### src/rtl/least_loaded_job_dispatcher_assert.svh
// Assertion macros for the least-loaded job dispatcher.
// Included by the module that checks its own control logic; needs no package.
`ifndef LEAST_LOADED_JOB_DISPATCHER_ASSERT_SVH
`define LEAST_LOADED_JOB_DISPATCHER_ASSERT_SVH

// Checks that the consequent holds in the same cycle as the antecedent.
`define LLJD_ASSERT_NOW(name, clk, rst_n, ante, cons) \
  name: assert property (@(posedge clk) disable iff (!rst_n) (ante) |-> (cons)) \
    else $error("dispatcher check failed");

// Checks that the consequent holds in the cycle after the antecedent.
`define LLJD_ASSERT_NEXT(name, clk, rst_n, ante, cons) \
  name: assert property (@(posedge clk) disable iff (!rst_n) (ante) |=> (cons)) \
    else $error("dispatcher check failed");

`endif

### src/rtl/lljd_pkg.sv
// Shared constants, datapath operation codes and control/status structs
// for the least-loaded job dispatcher. No dependencies.
package lljd_pkg;

  localparam int NUM_SERVERS_DEF = 8;
  localparam int LOAD_BITS_DEF   = 16;

  localparam int SID_W    = 3;
  localparam int WORK_W   = 8;
  localparam int OUT_W    = 16;
  localparam int STATUS_W = 2;

  localparam logic [STATUS_W-1:0] ST_OK        = 2'd0;
  localparam logic [STATUS_W-1:0] ST_REFUSED   = 2'd1;
  localparam logic [STATUS_W-1:0] ST_SATURATED = 2'd2;
  localparam logic [STATUS_W-1:0] ST_BAD_INDEX = 2'd3;

  typedef enum logic [3:0] {
    OP_NONE,
    OP_SUBMIT,
    OP_REFUSE_SUB,
    OP_BAD_ID,
    OP_REFUSE_DIS,
    OP_DIS_START,
    OP_GIVE,
    OP_DIS_DONE,
    OP_EN_START,
    OP_TAKE,
    OP_EN_DONE
  } dp_op_e;

  typedef struct packed {
    logic   capture;
    logic   scan_clr;
    logic   scan_rd;
    dp_op_e op;
  } dp_cmd_t;

  typedef struct packed {
    logic req_type;
    logic sid_bad;
    logic sid_en;
    logic scan_last;
    logic found;
    logic min_full;
    logic max_zero;
    logic min_le_self;
    logic cnt_zero;
  } dp_sts_t;

endpackage

### src/rtl/lljd_dp.sv
// Datapath of the dispatcher: request registers, load memory, enable bits,
// scan accumulators, move counters and the result register. Uses lljd_pkg.
module lljd_dp #(
  parameter int NUM_SERVERS = lljd_pkg::NUM_SERVERS_DEF,
  parameter int LOAD_BITS   = lljd_pkg::LOAD_BITS_DEF
) (
  input  logic                            clk_i,
  input  logic                            rst_ni,
  input  logic                            req_type_i,
  input  logic [lljd_pkg::SID_W-1:0]      server_id_i,
  input  logic [lljd_pkg::WORK_W-1:0]     work_units_i,
  input  lljd_pkg::dp_cmd_t               cmd_i,
  output lljd_pkg::dp_sts_t               sts_o,
  output logic [lljd_pkg::SID_W-1:0]      chosen_server_o,
  output logic [lljd_pkg::OUT_W-1:0]      load_after_o,
  output logic [lljd_pkg::OUT_W-1:0]      units_moved_o,
  output logic                            now_enabled_o,
  output logic [lljd_pkg::STATUS_W-1:0]   status_o
);
  import lljd_pkg::*;

  localparam int IDX_W = $clog2(NUM_SERVERS);
  localparam logic [LOAD_BITS-1:0] LOAD_MAX = '1;

  // Request registers.
  logic                 req_type_q;
  logic [SID_W-1:0]     sid_q;
  logic [WORK_W-1:0]    work_q;
  logic [IDX_W-1:0]     sid_idx;

  // Load memory with per-entry valid bits; an unwritten entry reads as zero.
  logic [LOAD_BITS-1:0]   load_mem [NUM_SERVERS];
  logic [NUM_SERVERS-1:0] lv_q;
  logic [NUM_SERVERS-1:0] en_q;

  logic                 we;
  logic [IDX_W-1:0]     waddr;
  logic [LOAD_BITS-1:0] wdata;
  logic                 en_clr;
  logic                 en_set;

  // Scan pipeline.
  logic [IDX_W-1:0]     idx_q;
  logic                 rd_vld_q;
  logic [IDX_W-1:0]     rd_idx_q;
  logic                 rd_lv_q;
  logic [LOAD_BITS-1:0] rd_mem_q;
  logic [LOAD_BITS-1:0] rdata;
  logic                 peer;

  // Accumulators.
  logic                 found_q;
  logic                 zero_q;
  logic [IDX_W-1:0]     zero_idx_q;
  logic [LOAD_BITS-1:0] min_val_q;
  logic [IDX_W-1:0]     min_idx_q;
  logic [LOAD_BITS-1:0] max_val_q;
  logic [IDX_W-1:0]     max_idx_q;
  logic [LOAD_BITS-1:0] self_q;
  logic [IDX_W-1:0]     tgt_idx;

  // Move counters.
  logic [LOAD_BITS-1:0] cnt_q, cnt_d;
  logic [LOAD_BITS-1:0] moved_q, moved_d;

  logic [LOAD_BITS:0]   sub_sum;
  logic [LOAD_BITS-1:0] sub_sat;

  // Result register.
  logic                 res_ld;
  logic [SID_W-1:0]     res_chosen_d, res_chosen_q;
  logic [OUT_W-1:0]     res_load_d, res_load_q;
  logic [OUT_W-1:0]     res_moved_d, res_moved_q;
  logic                 res_en_d, res_en_q;
  logic [STATUS_W-1:0]  res_status_d, res_status_q;

  assign sid_idx = IDX_W'(sid_q);
  assign rdata   = rd_lv_q ? rd_mem_q : '0;
  assign peer    = en_q[rd_idx_q] && !(req_type_q && (rd_idx_q == sid_idx));
  assign tgt_idx = zero_q ? zero_idx_q : min_idx_q;
  assign sub_sum = {1'b0, min_val_q} + (LOAD_BITS+1)'(work_q);
  assign sub_sat = sub_sum[LOAD_BITS] ? LOAD_MAX : sub_sum[LOAD_BITS-1:0];

  always_comb begin
    sts_o.req_type    = req_type_q;
    sts_o.sid_bad     = int'(sid_q) >= NUM_SERVERS;
    sts_o.sid_en      = en_q[sid_idx];
    sts_o.scan_last   = idx_q == IDX_W'(NUM_SERVERS - 1);
    sts_o.found       = found_q;
    sts_o.min_full    = !found_q || (min_val_q == LOAD_MAX);
    sts_o.max_zero    = !found_q || (max_val_q == '0);
    sts_o.min_le_self = min_val_q <= self_q;
    sts_o.cnt_zero    = cnt_q == '0;
  end

  always_comb begin
    we           = 1'b0;
    waddr        = sid_idx;
    wdata        = '0;
    en_clr       = 1'b0;
    en_set       = 1'b0;
    cnt_d        = cnt_q;
    moved_d      = moved_q;
    res_ld       = 1'b0;
    res_chosen_d = sid_q;
    res_load_d   = '0;
    res_moved_d  = '0;
    res_en_d     = 1'b0;
    res_status_d = ST_OK;
    if (cmd_i.capture) begin
      cnt_d   = '0;
      moved_d = '0;
    end
    unique case (cmd_i.op)
      OP_NONE: begin
      end
      OP_SUBMIT: begin
        we           = 1'b1;
        waddr        = tgt_idx;
        wdata        = sub_sat;
        res_ld       = 1'b1;
        res_chosen_d = SID_W'(tgt_idx);
        res_load_d   = OUT_W'(sub_sat);
        res_en_d     = 1'b1;
        res_status_d = sub_sum[LOAD_BITS] ? ST_SATURATED : ST_OK;
      end
      OP_REFUSE_SUB: begin
        res_ld       = 1'b1;
        res_chosen_d = '0;
        res_status_d = ST_REFUSED;
      end
      OP_BAD_ID: begin
        res_ld       = 1'b1;
        res_status_d = ST_BAD_INDEX;
      end
      OP_REFUSE_DIS: begin
        res_ld       = 1'b1;
        res_load_d   = OUT_W'(self_q);
        res_en_d     = 1'b1;
        res_status_d = ST_REFUSED;
      end
      OP_DIS_START: begin
        we      = 1'b1;
        wdata   = '0;
        en_clr  = 1'b1;
        cnt_d   = self_q;
        moved_d = '0;
      end
      OP_GIVE: begin
        we      = 1'b1;
        waddr   = tgt_idx;
        wdata   = min_val_q + LOAD_BITS'(1);
        cnt_d   = cnt_q - LOAD_BITS'(1);
        moved_d = moved_q + LOAD_BITS'(1);
      end
      OP_DIS_DONE: begin
        res_ld       = 1'b1;
        res_moved_d  = OUT_W'(moved_q);
        res_status_d = (cnt_q != '0) ? ST_SATURATED : ST_OK;
      end
      OP_EN_START: begin
        cnt_d   = min_val_q;
        moved_d = min_val_q;
      end
      OP_TAKE: begin
        we    = 1'b1;
        waddr = max_idx_q;
        wdata = max_val_q - LOAD_BITS'(1);
        cnt_d = cnt_q - LOAD_BITS'(1);
      end
      OP_EN_DONE: begin
        we          = 1'b1;
        wdata       = moved_q;
        en_set      = 1'b1;
        res_ld      = 1'b1;
        res_load_d  = OUT_W'(moved_q);
        res_moved_d = OUT_W'(moved_q);
        res_en_d    = 1'b1;
      end
      default: begin
      end
    endcase
  end

  always_ff @(posedge clk_i) begin
    if (we) begin
      load_mem[waddr] <= wdata;
    end
    rd_mem_q <= load_mem[idx_q];
  end

  always_ff @(posedge clk_i) begin
    if (cmd_i.capture) begin
      sid_q  <= server_id_i;
      work_q <= work_units_i;
    end
    if (res_ld) begin
      res_chosen_q <= res_chosen_d;
      res_load_q   <= res_load_d;
      res_moved_q  <= res_moved_d;
      res_en_q     <= res_en_d;
      res_status_q <= res_status_d;
    end
  end

  always_ff @(posedge clk_i or negedge rst_ni) begin
    if (!rst_ni) begin
      req_type_q <= 1'b0;
      lv_q       <= '0;
      en_q       <= '1;
      idx_q      <= '0;
      rd_vld_q   <= 1'b0;
      rd_idx_q   <= '0;
      rd_lv_q    <= 1'b0;
      found_q    <= 1'b0;
      zero_q     <= 1'b0;
      zero_idx_q <= '0;
      min_val_q  <= '0;
      min_idx_q  <= '0;
      max_val_q  <= '0;
      max_idx_q  <= '0;
      self_q     <= '0;
      cnt_q      <= '0;
      moved_q    <= '0;
    end else begin
      cnt_q   <= cnt_d;
      moved_q <= moved_d;
      if (cmd_i.capture) begin
        req_type_q <= req_type_i;
      end
      if (we) begin
        lv_q[waddr] <= 1'b1;
      end
      if (en_clr) begin
        en_q[sid_idx] <= 1'b0;
      end else if (en_set) begin
        en_q[sid_idx] <= 1'b1;
      end
      rd_vld_q <= cmd_i.scan_rd;
      rd_idx_q <= idx_q;
      rd_lv_q  <= lv_q[idx_q];
      if (cmd_i.scan_clr) begin
        idx_q   <= '0;
        found_q <= 1'b0;
        zero_q  <= 1'b0;
      end else begin
        if (cmd_i.scan_rd) begin
          idx_q <= idx_q + IDX_W'(1);
        end
        if (rd_vld_q) begin
          if (peer) begin
            found_q <= 1'b1;
            // Ties go to the higher index for both extremes.
            if (!found_q || rdata <= min_val_q) begin
              min_val_q <= rdata;
              min_idx_q <= rd_idx_q;
            end
            if (!found_q || rdata >= max_val_q) begin
              max_val_q <= rdata;
              max_idx_q <= rd_idx_q;
            end
            if (!zero_q && rdata == '0) begin
              zero_q     <= 1'b1;
              zero_idx_q <= rd_idx_q;
            end
          end
          if (rd_idx_q == sid_idx) begin
            self_q <= rdata;
          end
        end
      end
    end
  end

  assign chosen_server_o = res_chosen_q;
  assign load_after_o    = res_load_q;
  assign units_moved_o   = res_moved_q;
  assign now_enabled_o   = res_en_q;
  assign status_o        = res_status_q;

endmodule

### src/rtl/lljd_ctrl.sv
// Controller of the dispatcher: sequences scans, unit moves and result
// hand-off. Uses lljd_pkg and the assertion macro header.
`include "least_loaded_job_dispatcher_assert.svh"

module lljd_ctrl (
  input  logic              clk_i,
  input  logic              rst_ni,
  input  logic              in_valid_i,
  output logic              in_stall_o,
  output logic              out_valid_o,
  input  logic              out_stall_i,
  input  lljd_pkg::dp_sts_t sts_i,
  output lljd_pkg::dp_cmd_t cmd_o
);
  import lljd_pkg::*;

  localparam logic [2:0] S_IDLE  = 3'd0;
  localparam logic [2:0] S_DISP  = 3'd1;
  localparam logic [2:0] S_SCAN  = 3'd2;
  localparam logic [2:0] S_TAIL  = 3'd3;
  localparam logic [2:0] S_EVAL  = 3'd4;
  localparam logic [2:0] S_CHECK = 3'd5;

  localparam logic [2:0] PH_SUB   = 3'd0;
  localparam logic [2:0] PH_DIS0  = 3'd1;
  localparam logic [2:0] PH_HAND  = 3'd2;
  localparam logic [2:0] PH_EN0   = 3'd3;
  localparam logic [2:0] PH_DRAIN = 3'd4;

  logic [2:0] state_q, state_d;
  logic [2:0] phase_q, phase_d;
  logic       out_vld_q, out_vld_d;
  logic       out_free;
  logic       fin;

  assign out_free    = !out_vld_q || !out_stall_i;
  assign in_stall_o  = state_q != S_IDLE;
  assign out_valid_o = out_vld_q;

  always_comb begin
    state_d        = state_q;
    phase_d        = phase_q;
    cmd_o.capture  = 1'b0;
    cmd_o.scan_clr = 1'b0;
    cmd_o.scan_rd  = 1'b0;
    cmd_o.op       = OP_NONE;
    fin            = 1'b0;
    unique case (state_q)
      S_IDLE: begin
        if (in_valid_i) begin
          cmd_o.capture = 1'b1;
          state_d       = S_DISP;
        end
      end
      S_DISP: begin
        priority if (!sts_i.req_type) begin
          phase_d        = PH_SUB;
          cmd_o.scan_clr = 1'b1;
          state_d        = S_SCAN;
        end else if (sts_i.sid_bad) begin
          if (out_free) begin
            cmd_o.op = OP_BAD_ID;
            fin      = 1'b1;
          end
        end else begin
          phase_d        = sts_i.sid_en ? PH_DIS0 : PH_EN0;
          cmd_o.scan_clr = 1'b1;
          state_d        = S_SCAN;
        end
      end
      S_SCAN: begin
        cmd_o.scan_rd = 1'b1;
        if (sts_i.scan_last) begin
          state_d = S_TAIL;
        end
      end
      S_TAIL: begin
        state_d = S_EVAL;
      end
      S_EVAL: begin
        unique case (phase_q)
          PH_SUB: begin
            if (out_free) begin
              cmd_o.op = sts_i.found ? OP_SUBMIT : OP_REFUSE_SUB;
              fin      = 1'b1;
            end
          end
          PH_DIS0: begin
            if (!sts_i.found) begin
              if (out_free) begin
                cmd_o.op = OP_REFUSE_DIS;
                fin      = 1'b1;
              end
            end else begin
              cmd_o.op = OP_DIS_START;
              phase_d  = PH_HAND;
              state_d  = S_CHECK;
            end
          end
          PH_HAND: begin
            if (sts_i.min_full) begin
              if (out_free) begin
                cmd_o.op = OP_DIS_DONE;
                fin      = 1'b1;
              end
            end else begin
              cmd_o.op = OP_GIVE;
              state_d  = S_CHECK;
            end
          end
          PH_EN0: begin
            if (!sts_i.found || sts_i.min_le_self) begin
              if (out_free) begin
                cmd_o.op = OP_EN_DONE;
                fin      = 1'b1;
              end
            end else begin
              cmd_o.op = OP_EN_START;
              phase_d  = PH_DRAIN;
              state_d  = S_CHECK;
            end
          end
          PH_DRAIN: begin
            if (sts_i.max_zero) begin
              if (out_free) begin
                cmd_o.op = OP_EN_DONE;
                fin      = 1'b1;
              end
            end else begin
              cmd_o.op = OP_TAKE;
              state_d  = S_CHECK;
            end
          end
          default: begin
            state_d = S_IDLE;
          end
        endcase
      end
      S_CHECK: begin
        if (sts_i.cnt_zero) begin
          if (out_free) begin
            cmd_o.op = (phase_q == PH_HAND) ? OP_DIS_DONE : OP_EN_DONE;
            fin      = 1'b1;
          end
        end else begin
          cmd_o.scan_clr = 1'b1;
          state_d        = S_SCAN;
        end
      end
      default: begin
        state_d = S_IDLE;
      end
    endcase
    if (fin) begin
      state_d = S_IDLE;
    end
  end

  always_comb begin
    if (fin) begin
      out_vld_d = 1'b1;
    end else if (!out_stall_i) begin
      out_vld_d = 1'b0;
    end else begin
      out_vld_d = out_vld_q;
    end
  end

  always_ff @(posedge clk_i or negedge rst_ni) begin
    if (!rst_ni) begin
      state_q   <= S_IDLE;
      phase_q   <= PH_SUB;
      out_vld_q <= 1'b0;
    end else begin
      state_q   <= state_d;
      phase_q   <= phase_d;
      out_vld_q <= out_vld_d;
    end
  end

  `LLJD_ASSERT_NEXT(a_accept_dispatch, clk_i, rst_ni, in_valid_i && !in_stall_o, state_q == S_DISP)
  `LLJD_ASSERT_NOW(a_no_overwrite, clk_i, rst_ni, out_vld_q && out_stall_i, !fin)
  `LLJD_ASSERT_NOW(a_idle_has_result, clk_i, rst_ni, $fell(in_stall_o), out_vld_q)

endmodule

### src/rtl/least_loaded_job_dispatcher.sv
// Top level of the least-loaded job dispatcher: controller plus datapath.
// Depends on lljd_pkg, lljd_ctrl and lljd_dp.
//
//   Channel | Dir | Handshake                | Fields
//   --------+-----+--------------------------+----------------------------------------
//   in      | in  | in_valid_i / in_stall_o  | req_type, server_id, work_units
//   out     | out | out_valid_o / out_stall_i| chosen_server, load_after, units_moved,
//           |     |                          | now_enabled, status
//
// One item is handled at a time. Each scan reads the load memory one server
// per cycle; a submit or a refused toggle needs one scan.
// A toggle that moves work runs one more scan per unit moved;
// the single read port of the load memory sets the pace of each scan.
// After each result the controller returns to idle, where the next item is taken.
// Reset enables every server; loads read as zero through per-entry valid bits,
// so no clearing pass is needed. A finished item waits in the output register
// while the next item is taken; a stalled output holds only the final step.
module least_loaded_job_dispatcher #(
  parameter int NUM_SERVERS = lljd_pkg::NUM_SERVERS_DEF,
  parameter int LOAD_BITS   = lljd_pkg::LOAD_BITS_DEF
) (
  input  logic                            clk_i,
  input  logic                            rst_ni,
  input  logic                            in_valid_i,
  output logic                            in_stall_o,
  input  logic                            req_type_i,
  input  logic [lljd_pkg::SID_W-1:0]      server_id_i,
  input  logic [lljd_pkg::WORK_W-1:0]     work_units_i,
  output logic                            out_valid_o,
  input  logic                            out_stall_i,
  output logic [lljd_pkg::SID_W-1:0]      chosen_server_o,
  output logic [lljd_pkg::OUT_W-1:0]      load_after_o,
  output logic [lljd_pkg::OUT_W-1:0]      units_moved_o,
  output logic                            now_enabled_o,
  output logic [lljd_pkg::STATUS_W-1:0]   status_o
);
  import lljd_pkg::*;

  // Commands flow from the controller to the datapath; status flows back.
  dp_cmd_t cmd;
  dp_sts_t sts;

  // The controller owns the handshakes and the item sequence: dispatch,
  // scan, evaluate, and for toggles a check-scan-move loop per unit.
  lljd_ctrl u_ctrl (
    .clk_i       (clk_i),
    .rst_ni      (rst_ni),
    .in_valid_i  (in_valid_i),
    .in_stall_o  (in_stall_o),
    .out_valid_o (out_valid_o),
    .out_stall_i (out_stall_i),
    .sts_i       (sts),
    .cmd_o       (cmd)
  );

  // The datapath holds the loads, enable bits, scan accumulators and the
  // result register that drives the output fields.
  lljd_dp #(
    .NUM_SERVERS (NUM_SERVERS),
    .LOAD_BITS   (LOAD_BITS)
  ) u_dp (
    .clk_i           (clk_i),
    .rst_ni          (rst_ni),
    .req_type_i      (req_type_i),
    .server_id_i     (server_id_i),
    .work_units_i    (work_units_i),
    .cmd_i           (cmd),
    .sts_o           (sts),
    .chosen_server_o (chosen_server_o),
    .load_after_o    (load_after_o),
    .units_moved_o   (units_moved_o),
    .now_enabled_o   (now_enabled_o),
    .status_o        (status_o)
  );

endmodule
### config.mk
export PLATFORM = sky130hd
export DESIGN_NAME = least_loaded_job_dispatcher
export DESIGN_NICKNAME = d
export VERILOG_FILES = /design/src/rtl/lljd_pkg.sv /design/src/rtl/lljd_dp.sv /design/src/rtl/lljd_ctrl.sv /design/src/rtl/least_loaded_job_dispatcher.sv
export VERILOG_INCLUDE_DIRS = /design/src /design/src/rtl
export SDC_FILE = /design/constraint.sdc
export NUM_CORES = 1
export LEC_CHECK = 0
export BUFFER_PORTS_ARGS = -buffer_cell sky130_fd_sc_hd__buf_2
export CORE_AREA = 2 2 213 215
export CTS_CLUSTER_SIZE = 24
export DETAILED_ROUTE_END_ITERATION = 10
export DIE_AREA = 0 0 215 217
export PLACE_DENSITY = 0.48
export SYNTH_ARGS = -nofsm -noshare
export SYNTH_HDL_FRONTEND = slang
export SYNTH_SLANG_ARGS = --single-unit
### constraint.sdc
create_clock -name clk_i -period 8.4 [get_ports clk_i]
set_input_delay 1.26 -clock clk_i [delete_from_list [all_inputs] [get_ports clk_i]]
set_output_delay 1.26 -clock clk_i [all_outputs]
set_load 0.02 [all_outputs]
---- Yosys cells after proc, flatten, opt, wreduce, memory -nomap -nowiden ----
Memory sizes are Yosys's and may differ from the RTL's. A register that Yosys moved wholly into a read port is not among the register bits.
Cells that the tools add are included.
storage, ports and cells
  bits in registers ....................... 172
  memory bits (writable) .................. 128
  bits of input ports ..................... 16
  output and inout port bits .............. 40
  word-level logic and storage cells ...... 214
  memories ................................ 1
operators by class
  add/subtract/negate cells ............... 6
  $lt $le $gt $ge ......................... 9
  eq/ne operators ......................... 34
  multiplexer cells ....................... 86
  bitwise gates (word level) .............. 5
  reduce and logical (&&, ||, !) cells .... 46
memory list
  memory         words  width  read ports  clocked after memory_dff  write ports  line           text
  u_dp.load_mem  8      16     1           1                         1            lljd_dp.sv:32  logic [LOAD_BITS-1:0] load_mem [NUM_SERVERS];
operator list
  cell                     number
  $pmux W16 S3             3
  $pmux W16 S4             1
  $mux W3                  18
  $logic_not A16 Y1        3
  $mux W16                 3
  $add A16 B1 Y16 const B  2
  $le A16 B16 Y1           2
  $sub A16 B1 Y16 const B  2
  $mux W1                  31
  $mux W4                  7
  $pmux W3 S2              4
  $pmux W4 S5              1
  $pmux W3 S6              1
  $add A16 B8 Y17          1
  $eq A16 B16 Y1 const B   1
  $eq A4 B3 Y1 const B     4
  $ge A16 B16 Y1           1
  $lt A3 B4 Y1 const B     4
  $mux W8                  2
  $or A8 B8 Y8             2
  $reduce_and A4 Y1        4
  $reduce_bool A16 Y1      1
  $ne A3 B2 Y1 const B     5
  $pmux W3 S5              1
  other kinds (37)         82

---- Logic depth before layout (Yosys ltp) ----
Gate-level depths: netlist of run 1.
  depth in word-level cells ............... 14
  mapped depth ............................ 15
  mapped depth without buffers ............ 12

---- Cells and area by module ----
A second synthesis of run 1 with hierarchy kept.
unflattened totals
  cell total of the unflattened synthesis .. 1399
  area total of the unflattened synthesis .. 16309.4 um^2
modules (own cells, without submodules)
  module     instances  cells an instance  area each (um^2)  sequential area each (um^2)
  lljd_dp    1          1294               15526.1           8548.2
  lljd_ctrl  1          105                783.3             175.2

---- Worst setup path after synthesis of run 1 ----
Ideal clock, no wire load.
  kind .................................... input port to flip-flop
  start ................................... input port out_stall_i
  end ..................................... register u_dp.res_chosen_q[0], in the netlist u_dp.chosen_server_o[0], enable pin
  library setup time ...................... 0.492 ns
  arrival time ............................ 5.297 ns
  required time ........................... 7.908 ns
  slack ................................... 2.610 ns
  stages on the path ...................... 6
  buffers on the path ..................... 0
  cell sequence ........................... nand2_1 -> a311oi_1 -> inv_1 -> nor2_1 -> mux2_2 -> o21ai_0
on the way
  cells in the longest elaborated chain, start to end .. 9
  elaborated cells on any way between the ends .. 22
  those cells by class .................... eq/ne (6); mux (13); reduce/logical (3)
ends and longest elaborated chain
  what                                        line                               text
  start: declaration                          least_loaded_job_dispatcher.sv:30  input logic out_stall_i,
  $logic_not A1 Y1 *                          lljd_ctrl.sv:36                    assign out_free = !out_vld_q || !out_stall_i;
  $logic_or A1 B1 Y1 *                        lljd_ctrl.sv:36
  $mux W3, or another cell as far along       lljd_ctrl.sv:102                   if (out_free) begin
  $mux W3, or another cell as far along       lljd_ctrl.sv:101                   if (sts_i.min_full) begin
  $pmux W4 S5                                 lljd_ctrl.sv:81                    unique case (phase_q)
  $pmux W4 S2 *                               lljd_ctrl.sv:48                    unique case (state_q)
  $eq A4 B4 Y1, or another cell as far along  lljd_dp.sv:114                     unique case (cmd_i.op)
  $reduce_or A6 Y1 (no source line) *         n/a
  $mux W1 *                                   lljd_dp.sv:114
  net u_dp.res_ld                             lljd_dp.sv:70                      logic res_ld;
  end signal: assignment                      lljd_dp.sv:198                     res_chosen_q <= res_chosen_d;
  end: declaration                            lljd_dp.sv:71                      logic [SID_W-1:0] res_chosen_d, res_chosen_q;
Mark *: on every way through the listed nets, which the timed path passes. The rest lies on a longest branch.
A chain may end at the register's enable or synchronous reset.

---- Worst setup path after layout of run 1 ----
  start ................................... register u_dp.min_val_q[1]
  end ..................................... memory u_dp.load_mem[2][13] in the netlist's numbering, enable pin
on the way
  cells in the longest elaborated chain, start to end .. 10
  elaborated cells on any way between the ends .. 19
  those cells by class .................... order compare (1); eq/ne (6); mux (8); reduce/logical (4)
ends and longest elaborated chain
  what                                                     line                                text
  start: declaration                                       lljd_dp.sv:55                       logic [LOAD_BITS-1:0] min_val_q;
  start signal: assignment                                 lljd_dp.sv:255                      min_val_q <= rdata;
  $le A16 B16 Y1 / $eq A16 B16 Y1 (equally long branches)  lljd_dp.sv:92, lljd_dp.sv:90
  $logic_or A1 B1 Y1 (on tied branches)                    lljd_ctrl.sv:112, lljd_dp.sv:90
  $mux W4 / $mux W3 (equally long branches)                lljd_ctrl.sv:112, lljd_ctrl.sv:101
  $pmux W4 S5 *                                            lljd_ctrl.sv:81
  $pmux W4 S2 *                                            lljd_ctrl.sv:48
  $eq A4 B4 Y1, or another cell as far along               lljd_dp.sv:114
  $reduce_or A5 Y1 (no source line)                        n/a
  $mux W1                                                  lljd_dp.sv:114
  $mux W1                                                  lljd_dp.sv:186                      if (we) begin
  $mux W1 (implied by the code)                            lljd_dp.sv:187                      load_mem[waddr] <= wdata;
  end: declaration                                         lljd_dp.sv:32
Every way passes the cells marked *; elsewhere a longest branch is shown, timed or not.

==> results.json, run 1 <==
{
  "numCtsBuffers": 36,
  "setup_ws_ns": 2.89,
  "synth_commonest_cells": "177 x edfxtp_1, 124 x nand2_1, 115 x dfrtp_1",
  "fin_nets": 1432,
  "reg2reg_depth": 9,
  "path_clk_slew_ns": 0.06,
  "drt.antenna.violating_nets": 0,
  "cts_hold_buf": 0,
  "yosysWarnings": 0,
  "chipHeight_um": 217,
  "hold_path.class": "flop to flop",
  "slew_headroom_pct": 25.3,
  "start_util_pct": 35.2,
  "wire_per_inst_um": 21.3,
  "drc": 0,
  "end_kind": "flop",
  "worst-setup-path-type": "flop to flop",
  "dieArea_um2": 46700,
  "area_growth_pct": 13.2,
  "status": "finished, final reports clean",
  "tightest_slew_ns": 1.12,
  "async_flop_share_pct": 38.9,
  "start_kind": "flop",
  "track_usage_pct": 18.4,
  "cts_tree": "yes",
  "syn-num-nets": 1380,
  "h-tree-depth": 2,
  "crit_fanout": 20,
  "gp_congestion": 0.879,
  "core_um2": 44700,
  "synthDominantCellAreaShare_pct": 33.8,
  "vias": 10600,
  "grt_max_degree": 55,
  "antennaDiodeCount": 0,
  "clk_path_buf_depth": 3,
  "postCtsSetupBuffers": 0,
  "rrSetupSlack_ns": 2.89,
  "die_x_um": 215,
  "netlist_instances": 1301,
  "synth_ff_type": "edfxtp_1",
  "fin_setup_tns_ns": 0,
  "worstPathRequired_ns": 8.56,
  "synth.avg_cell_area_um2": 12.1,
  "synth_area_leaders": "edfxtp_1 34%, dfrtp_1 18%, mux4_2 5.3%, ha_1 4.9%, mux2_2 3.4%",
  "hold_violations": 0,
  "min_period_over_period_pct": 65.6,
  "root_buffer": "clkbuf_16",
  "syn_area_um2": 15700,
  "synth_top_area_cell": "edfxtp_1",
  "grt_remaining_overflow": 0,
  "power.static_leakage_nw": 7.24,
  "grt_pass1_vias": 10900,
  "yosys.cell_types.count": 80,
  "first_iter_violations": 812,
  "io_buffers": 55,
  "dp_hpwl_mm": 29.8,
  "min_period_ns": 5.51,
  "timing.rr.start": "u_dp.min_val_q[1]",
  "setup_viol": 0,
  "pwr_density_cell_nw_per_um2": 269,
  "dp_slack_ns": 2.94,
  "grt_pass1_wl_mm": 65.4,
  "synth_edf_count": 177,
  "post_drt_via_cell_ratio": 5.37,
  "slew_viol_final": 0,
  "crit_start": "u_dp.min_val_q[1]",
  "fmax_mhz": 181,
  "clkLatencyLatePin_ns": 0.57,
  "ys_seq_elements": 316,
  "num_io_pins": 56,
  "rsz0062_at_grt": "no",
  "ir_worst_vdd_mv": 0.111,
  "drive_gt1_share_pct": 17.8,
  "crit_arrival_ns": 5.67,
  "yosysMostFrequentCell": "edfxtp_1",
  "fin_skew_ns": 0.0265,
  "numClockSinks": 316,
  "num_rows": 78,
  "grt_antenna_before_repair": 0,
  "r2r_end": "u_dp.load_mem[2][13]",
  "ys_seq_area_share_pct": 55.4,
  "drt_pass1_iterations": 5,
  "drv_cap": 0,
  "wl_mm": 42.1,
  "cp-endpoint": "u_dp.load_mem[2][13]",
  "cts-resized-gates": 0
}
cell families after synthesis:
kind of cell | count (synthesis) | synth area share, %
and+or+nand+nor | 368 | 12.0
DFF | 316 | 55.4
AOI/OAI and AO/OA | 273 | 11.9
buffers and inverters | 132 | 3.24
muxes | 98 | 9.55
adders and majority gates | 63 | 5.06
xor gates and xnor gates | 51 | 2.84
power by group:
| part | internal, mW | leakage [nW] | total (mW) | switching (mW) |
|---|---|---|---|---|
| combinational | 0.506 | 3.21 | 1.25 | 0.745 |
| clock | 0.842 | 0.538 | 1.50 | 0.654 |
| sequential | 1.86 | 3.50 | 2.04 | 0.179 |
state kept, by name, indices dropped and copies added (netlist names), 16 cells and up, named ones only:
signal and flops:
u_dp.units_moved_o 16, u_dp.moved_q 16, u_dp.load_after_o 16, u_dp.min_val_q 16, u_dp.cnt_q 16, u_dp.load_mem 128
u_dp.self_q 16, u_dp.max_val_q 16, u_dp.rd_mem_q 16
stage by stage:
step           hold WS [ns]  instance area [um2]  utilization (%)  std cells  total power, mW
5_1_grt               0.482                17800             39.9       1981             5.05
3_5_place_dp          0.446                16700             37.4       1915             3.34
4_1_cts               0.465                17800             39.9       1981             4.85
3_3_place_gp          0.444                16700             37.4       1915             3.33
2_1_floorplan         0.376                15700                -       1301             2.92
6_report              0.465                17800             39.9       1981             4.79
how the worst min path moves through the flow:
stage                             start  cells past startpoint                to  slack (ns)
after floorplan           u_dp.idx_q[1]                      0  u_dp.rd_idx_q[1]        0.38
after global placement     u_dp.lv_q[3]                      1      u_dp.lv_q[3]        0.44
after detailed placement   u_dp.lv_q[0]                      1      u_dp.lv_q[0]        0.45
after CTS                  u_dp.lv_q[0]                      1      u_dp.lv_q[0]        0.47
after global routing       u_dp.lv_q[3]                      1      u_dp.lv_q[3]        0.48
final                      u_dp.lv_q[0]                      1      u_dp.lv_q[0]        0.47
layout by cell type, fill, tap and decap left out, types with 10 or more instances in the layout:
cell type and instances:
edfxtp_1 177, nand2_1 124, dfrtp_1 114, o21ai_0 77
inv_1 66, ha_1 62, nor2_1 56, buf_2 54
a21oi_1 50, mux2_2 47, xnor2_1 43, mux4_2 37
clkbuf_16 36, and2_1 30, nor3_1 27, buf_4 26
a21o_1 23, nand3_1 21, nand4_1 17, dfxtp_1 16
a31oi_1 15, and3_1 14, nor4_1 14, mux2i_1 14
clkbuf_1 12, o211ai_1 11, a221o_1 11, nor2b_1 10
o221ai_1 10
area by class of cell:
| class | instances | area, um2 |
|---|---|---|
| clock inverter | 17 | 141 |
| fill | 4348 | 26900 |
| timing repair buffer | 80 | 465 |
| sequential | 316 | 8720 |
| inverter | 66 | 248 |
| multi-input combinational | 853 | 6530 |
| clock buffer | 49 | 960 |
| tap | 600 | 751 |
per-layer routing:
layer / routed length [um] / global-route usage [%] / vias up
met1: 19100 / 25.2 / 5302
met2: 19300 / 29.4 / 270
li1: - / - / 4986
met4: 1760 / 8.14 / 0
met5: 0 / 0 / -
met3: 1880 / 2.25 / 87
critical path, stage by stage (launching register included):
cell	delay, ns
dfrtp_1	0.51
ha_1	0.36
nand3_1	0.19
nor4_2	0.56
and3b_1	0.60
a311oi_1	0.55
nand3_1	0.26
or3_1	0.73
o21ai_4	0.40
and3b_1	0.93
Note: power is estimated with default switching activity, not from simulation.
==> run 2: changes to the inputs <==
clock period = 5.6 ns   (was 8.4 ns; I/O delays follow)
==> results.json, run 2 (synthesized netlist as in run 1, its figures left out) <==
{
  "status": "finished, final reports clean",
  "crit_fanout": 17,
  "fin_skew_ns": 0.0193,
  "hold_violations": 0,
  "start_util_pct": 35.2,
  "drv_cap": 0,
  "post_drt_via_cell_ratio": 5.33,
  "root_buffer": "clkbuf_16",
  "cellInternalPower_mw": 5.02,
  "slew_viol_final": 0,
  "first_iter_violations": 843,
  "grt_pass1_vias": 10800,
  "cts-resized-gates": 0,
  "io_buffers": 55,
  "drive_gt1_share_pct": 18.6,
  "seq_power_share_pct": 41.4,
  "die_x_um": 215,
  "timing.rr.start": "u_dp.min_val_q[1]",
  "pwr_density_cell_nw_per_um2": 411,
  "numCtsBuffers": 37,
  "ir_worst_vdd_mv": 0.192,
  "setup_ws_ns": 0.960,
  "end_kind": "flop",
  "fin_setup_tns_ns": 0,
  "drt_pass1_iterations": 6,
  "worst-setup-path-type": "flop to flop",
  "swShare_pct": 32.2,
  "grt_remaining_overflow": 0,
  "largest_reg_flops": 128,
  "core_um2": 44700,
  "final_cell_mix": "177 x edfxtp_1, 124 x nand2_1, 114 x dfrtp_1, 77 x o21ai_0, 66 x inv_1",
  "dp_hpwl_mm": 30.5,
  "crit_arrival_ns": 4.86,
  "r2r_end": "u_dp.load_mem[3][11]",
  "grt_antenna_before_repair": 0,
  "h-tree-depth": 2,
  "fin_nets": 1440,
  "start_kind": "flop",
  "track_usage_pct": 18.7,
  "rrSetupSlack_ns": 0.96,
  "worstPathRequired_ns": 5.82,
  "grt_pass1_wl_mm": 66.3,
  "top_register": "u_dp.load_mem",
  "clk_path_buf_depth": 3,
  "setup_viol": 0,
  "tightest_slew_ns": 0.891,
  "vias": 10600,
  "p_sw_mw": 2.38,
  "area_growth_pct": 14.5,
  "final_common_cell": "edfxtp_1",
  "grt_max_degree": 72,
  "drt.antenna.violating_nets": 0,
  "wl_mm": 43.0,
  "fmax_mhz": 216,
  "clockPowerShare_pct": 33.0,
  "power_frac_comb_pct": 25.5,
  "cts_hold_buf": 0,
  "slew_headroom_pct": 40.6,
  "power_mw": 7.40,
  "antennaDiodeCount": 0,
  "rsz0062_at_grt": "no",
  "clkLatencyLatePin_ns": 0.56,
  "wire_per_inst_um": 21.6,
  "drc": 0,
  "num_io_pins": 56,
  "postCtsSetupBuffers": 0,
  "chipHeight_um": 217,
  "numClockSinks": 316,
  "min_period_over_period_pct": 82.9,
  "power.static_leakage_nw": 7.34,
  "reg2reg_depth": 10,
  "dp_slack_ns": 1.00,
  "cts_tree": "yes",
  "hold_ws_ns": 0.361,
  "gp_congestion": 0.880,
  "num_rows": 78,
  "min_period_ns": 4.64,
  "hold_path.class": "input port to asynchronous set/reset pin",
  "path_clk_slew_ns": 0.06,
  "dieArea_um2": 46700
}
run 2: how the worst max path moves through the flow:
stage / from / end / slack [ns]
final: u_dp.min_val_q[1] / u_dp.load_mem[3][11] / 0.96
after global routing: u_dp.min_val_q[1] / u_dp.load_mem[3][11] / 0.61
after CTS: u_dp.max_val_q[0] / u_dp.load_mem[3][10] / 0.97
after detailed placement: u_dp.max_val_q[0] / u_dp.load_mem[3][3] / 1.00
after global placement: u_dp.max_val_q[0] / u_dp.load_mem[3][3] / 1.14
after floorplan: u_dp.min_val_q[1] / u_dp.chosen_server_o[0] / 0.96
run 2: power by group through the flow:
stage / logic (mW) / registers (mW) / clock network [mW]
finish: 1.89 / 3.06 / 2.45
global route: 2.10 / 3.11 / 2.63
CTS: 1.92 / 3.06 / 2.53
detailed placement: 1.92 / 3.11 / 0
global placement: 1.91 / 3.11 / 0
floorplan: 1.29 / 3.08 / 0
run 2: final cells by class:
type                            count  area (um2)
Inverter                           66         248
Multi-Input combinational cell    853        6530
Clock inverter                     18         224
Sequential cell                   316        8720
Fill cell                        4339       26700
Timing Repair Buffer               87         531
Clock buffer                       49        1010
Tap cell                          600         751
run 2: critical path, stage by stage, from the launching register on:
cell      delay, ns
dfrtp_1        0.52
ha_1           0.35
nand3_1        0.15
nor4_2         0.60
and3b_1        0.27
a311oi_1       0.45
nand3_1        0.27
or3_1          0.73
o21ai_4        0.40
nor3b_2        0.21
buf_4          0.33
run 2: metrics by stage:
stage / util (%) / cells / instance area, um2
after detailed placement: 37.5 / 1922 / 16800
after floorplan: - / 1301 / 15700
final: 40.3 / 1989 / 18000
after global placement: 37.5 / 1922 / 16800
after CTS: 40.3 / 1989 / 18000
after global routing: 40.3 / 1989 / 18000
run 2: routing by layer:
metal  vias up  part of all wire (%)  track usage (%)
li1       5001                     -                -
met1      5303                    46             25.8
met2       231                    47             30.4
met3        69                   4.2             2.91
met4         0                   2.8             5.82
met5         -                     0                0
==> run 3: changes to the inputs <==
PLACE_DENSITY = 0.49   (was 0.48)
clock period = 4.05 ns   (was 5.6 ns; I/O delays follow)
==> results.json, run 3 (synthesized netlist as in run 1, its figures left out) <==
{
  "status": "finished, final reports clean",
  "wl_mm": 42.3,
  "fin_skew_ns": 0.0222,
  "hold_path.class": "input port to asynchronous set/reset pin",
  "num_rows": 78,
  "power_frac_comb_pct": 27.2,
  "area_growth_pct": 17.9,
  "core_um2": 44700,
  "reg2reg_depth": 14,
  "postCtsSetupBuffers": 0,
  "final_cell_mix": "177 x edfxtp_1, 123 x nand2_1, 114 x dfrtp_1, 82 x buf_4, 77 x o21ai_0",
  "final_common_cell": "edfxtp_1",
  "grt_remaining_overflow": 0,
  "met3_wirelength_mm": 1.85,
  "swShare_pct": 31.8,
  "end_kind": "flop",
  "gp_congestion": 0.943,
  "vias": 10900,
  "setup_viol": 0,
  "top_layer": "met4",
  "antennaDiodeCount": 0,
  "p_sw_mw": 3.25,
  "drt.antenna.violating_nets": 0,
  "post-place-cells": 1983,
  "grt_max_degree": 65,
  "die_x_um": 215,
  "largest_reg_flops": 128,
  "chipHeight_um": 217,
  "timing.rr.start": "u_dp.min_val_q[1]",
  "worst-setup-path-type": "flop to flop",
  "min_period_ns": 3.72,
  "drc": 0,
  "grt_pass1_wl_mm": 66.2,
  "worstPathRequired_ns": 4.38,
  "drv_cap": 0,
  "setup_ws_ns": 0.333,
  "crit_fanout": 26,
  "dieArea_um2": 46700,
  "power.static_leakage_nw": 7.65,
  "io_buffers": 55,
  "h-tree-depth": 2,
  "rsz0062_at_grt": "no",
  "tightest_slew_ns": 0.828,
  "pwr_density_cell_nw_per_um2": 550,
  "start_util_pct": 35.2,
  "hold_violations": 0,
  "slew_viol_final": 0,
  "grt_pass1_vias": 11100,
  "root_buffer": "clkbuf_16",
  "top_register": "u_dp.load_mem",
  "slew_headroom_pct": 44.6,
  "grt_antenna_before_repair": 0,
  "fin_nets": 1499,
  "rrSetupSlack_ns": 0.33,
  "wire_per_inst_um": 20.7,
  "num_io_pins": 56,
  "dp_hpwl_mm": 30.5,
  "crit_arrival_ns": 4.05,
  "start_kind": "flop",
  "ir_worst_vdd_mv": 0.350,
  "post_drt_via_cell_ratio": 5.30,
  "numClockSinks": 316,
  "dp_slack_ns": 0.332,
  "cts_tree": "yes",
  "drive_gt1_share_pct": 21.8,
  "r2r_end": "u_dp.load_mem[0][15]",
  "seq_power_share_pct": 41.3,
  "first_iter_violations": 776,
  "clk_path_buf_depth": 3,
  "met2RoutedLength_mm": 20.4,
  "finalNonFillerCells": 2047,
  "path_clk_slew_ns": 0.06,
  "fin_setup_tns_ns": 0,
  "cellInternalPower_mw": 6.97,
  "numCtsBuffers": 35,
  "clkLatencyLatePin_ns": 0.55,
  "track_usage_pct": 18.6,
  "drt_pass1_iterations": 7,
  "min_period_over_period_pct": 91.8,
  "wl_met1_mm": 18.9,
  "clockPowerShare_pct": 31.5,
  "fmax_mhz": 269
}
-- run 3: cell type report --
type                            instances  area (um2)
Fill cell                            4234       26100
Sequential cell                       316        8720
Multi-Input combinational cell        853        6550
Timing Repair Buffer                  148        1130
Clock buffer                           50        1000
Tap cell                              600         751
Inverter                               66         248
Clock inverter                         14         155
-- run 3: worst max path at each step --
stage	depth (start not counted)	slack, ns	from	end
2_1_floorplan	9	0.04	u_dp.min_val_q[1]	u_dp.load_mem[1][0]
3_3_place_gp	14	0.28	u_dp.rd_lv_q	u_dp.max_val_q[3]
3_5_place_dp	14	0.33	u_dp.min_val_q[1]	u_dp.load_mem[7][3]
4_1_cts	14	0.30	u_dp.min_val_q[1]	u_dp.load_mem[7][10]
5_1_grt	13	0.04	u_dp.self_q[13]	u_dp.load_mem[3][15]
6_report	14	0.33	u_dp.min_val_q[1]	u_dp.load_mem[0][15]
-- run 3: stage by stage --
step,cell area (um2),total power [mW],util [%],hold WS [ns]
3_5_place_dp,17400,7.08,38.9,0.447
6_report,18600,10.2,41.5,0.0160
3_3_place_gp,17400,7.06,38.9,0.442
4_1_cts,18500,10.3,41.5,0.00288
5_1_grt,18600,10.8,41.5,0.0381
2_1_floorplan,15700,6.04,-,0.312
-- run 3: critical path: stages (launching register included) --
cell	delay, ns
dfrtp_1	0.38
buf_4	0.17
ha_1	0.28
nor2b_1	0.14
o211ai_1	0.23
a21boi_0	0.14
o41ai_1	0.40
buf_4	0.21
nor2_1	0.06
buf_4	0.23
nor3_1	0.41
buf_4	0.24
buf_4	0.13
o21ai_0	0.16
nand2_1	0.31
-- run 3: what timing repair did --
| action | CTS | global route |
|---|---|---|
| hold buffers | 0 | 0 |
| resized for setup | 0 | 3 |
| setup endpoints to repair | 0 | 28 |
-- run 3: layer usage --
metal,GRT usage [%],vias to the layer above
li1,-,5104
met1,24.9,5426
met2,30.9,260
met3,2.53,62
met4,6.62,0
met5,0,-
-- run 3: power groups by stage --
stage	sequential [mW]	clock [mW]	combinational, mW
2_1_floorplan	4.25	0	1.79
3_3_place_gp	4.27	0	2.78
3_5_place_dp	4.28	0	2.80
4_1_cts	4.22	3.32	2.81
5_1_grt	4.27	3.46	3.07
6_report	4.21	3.22	2.78
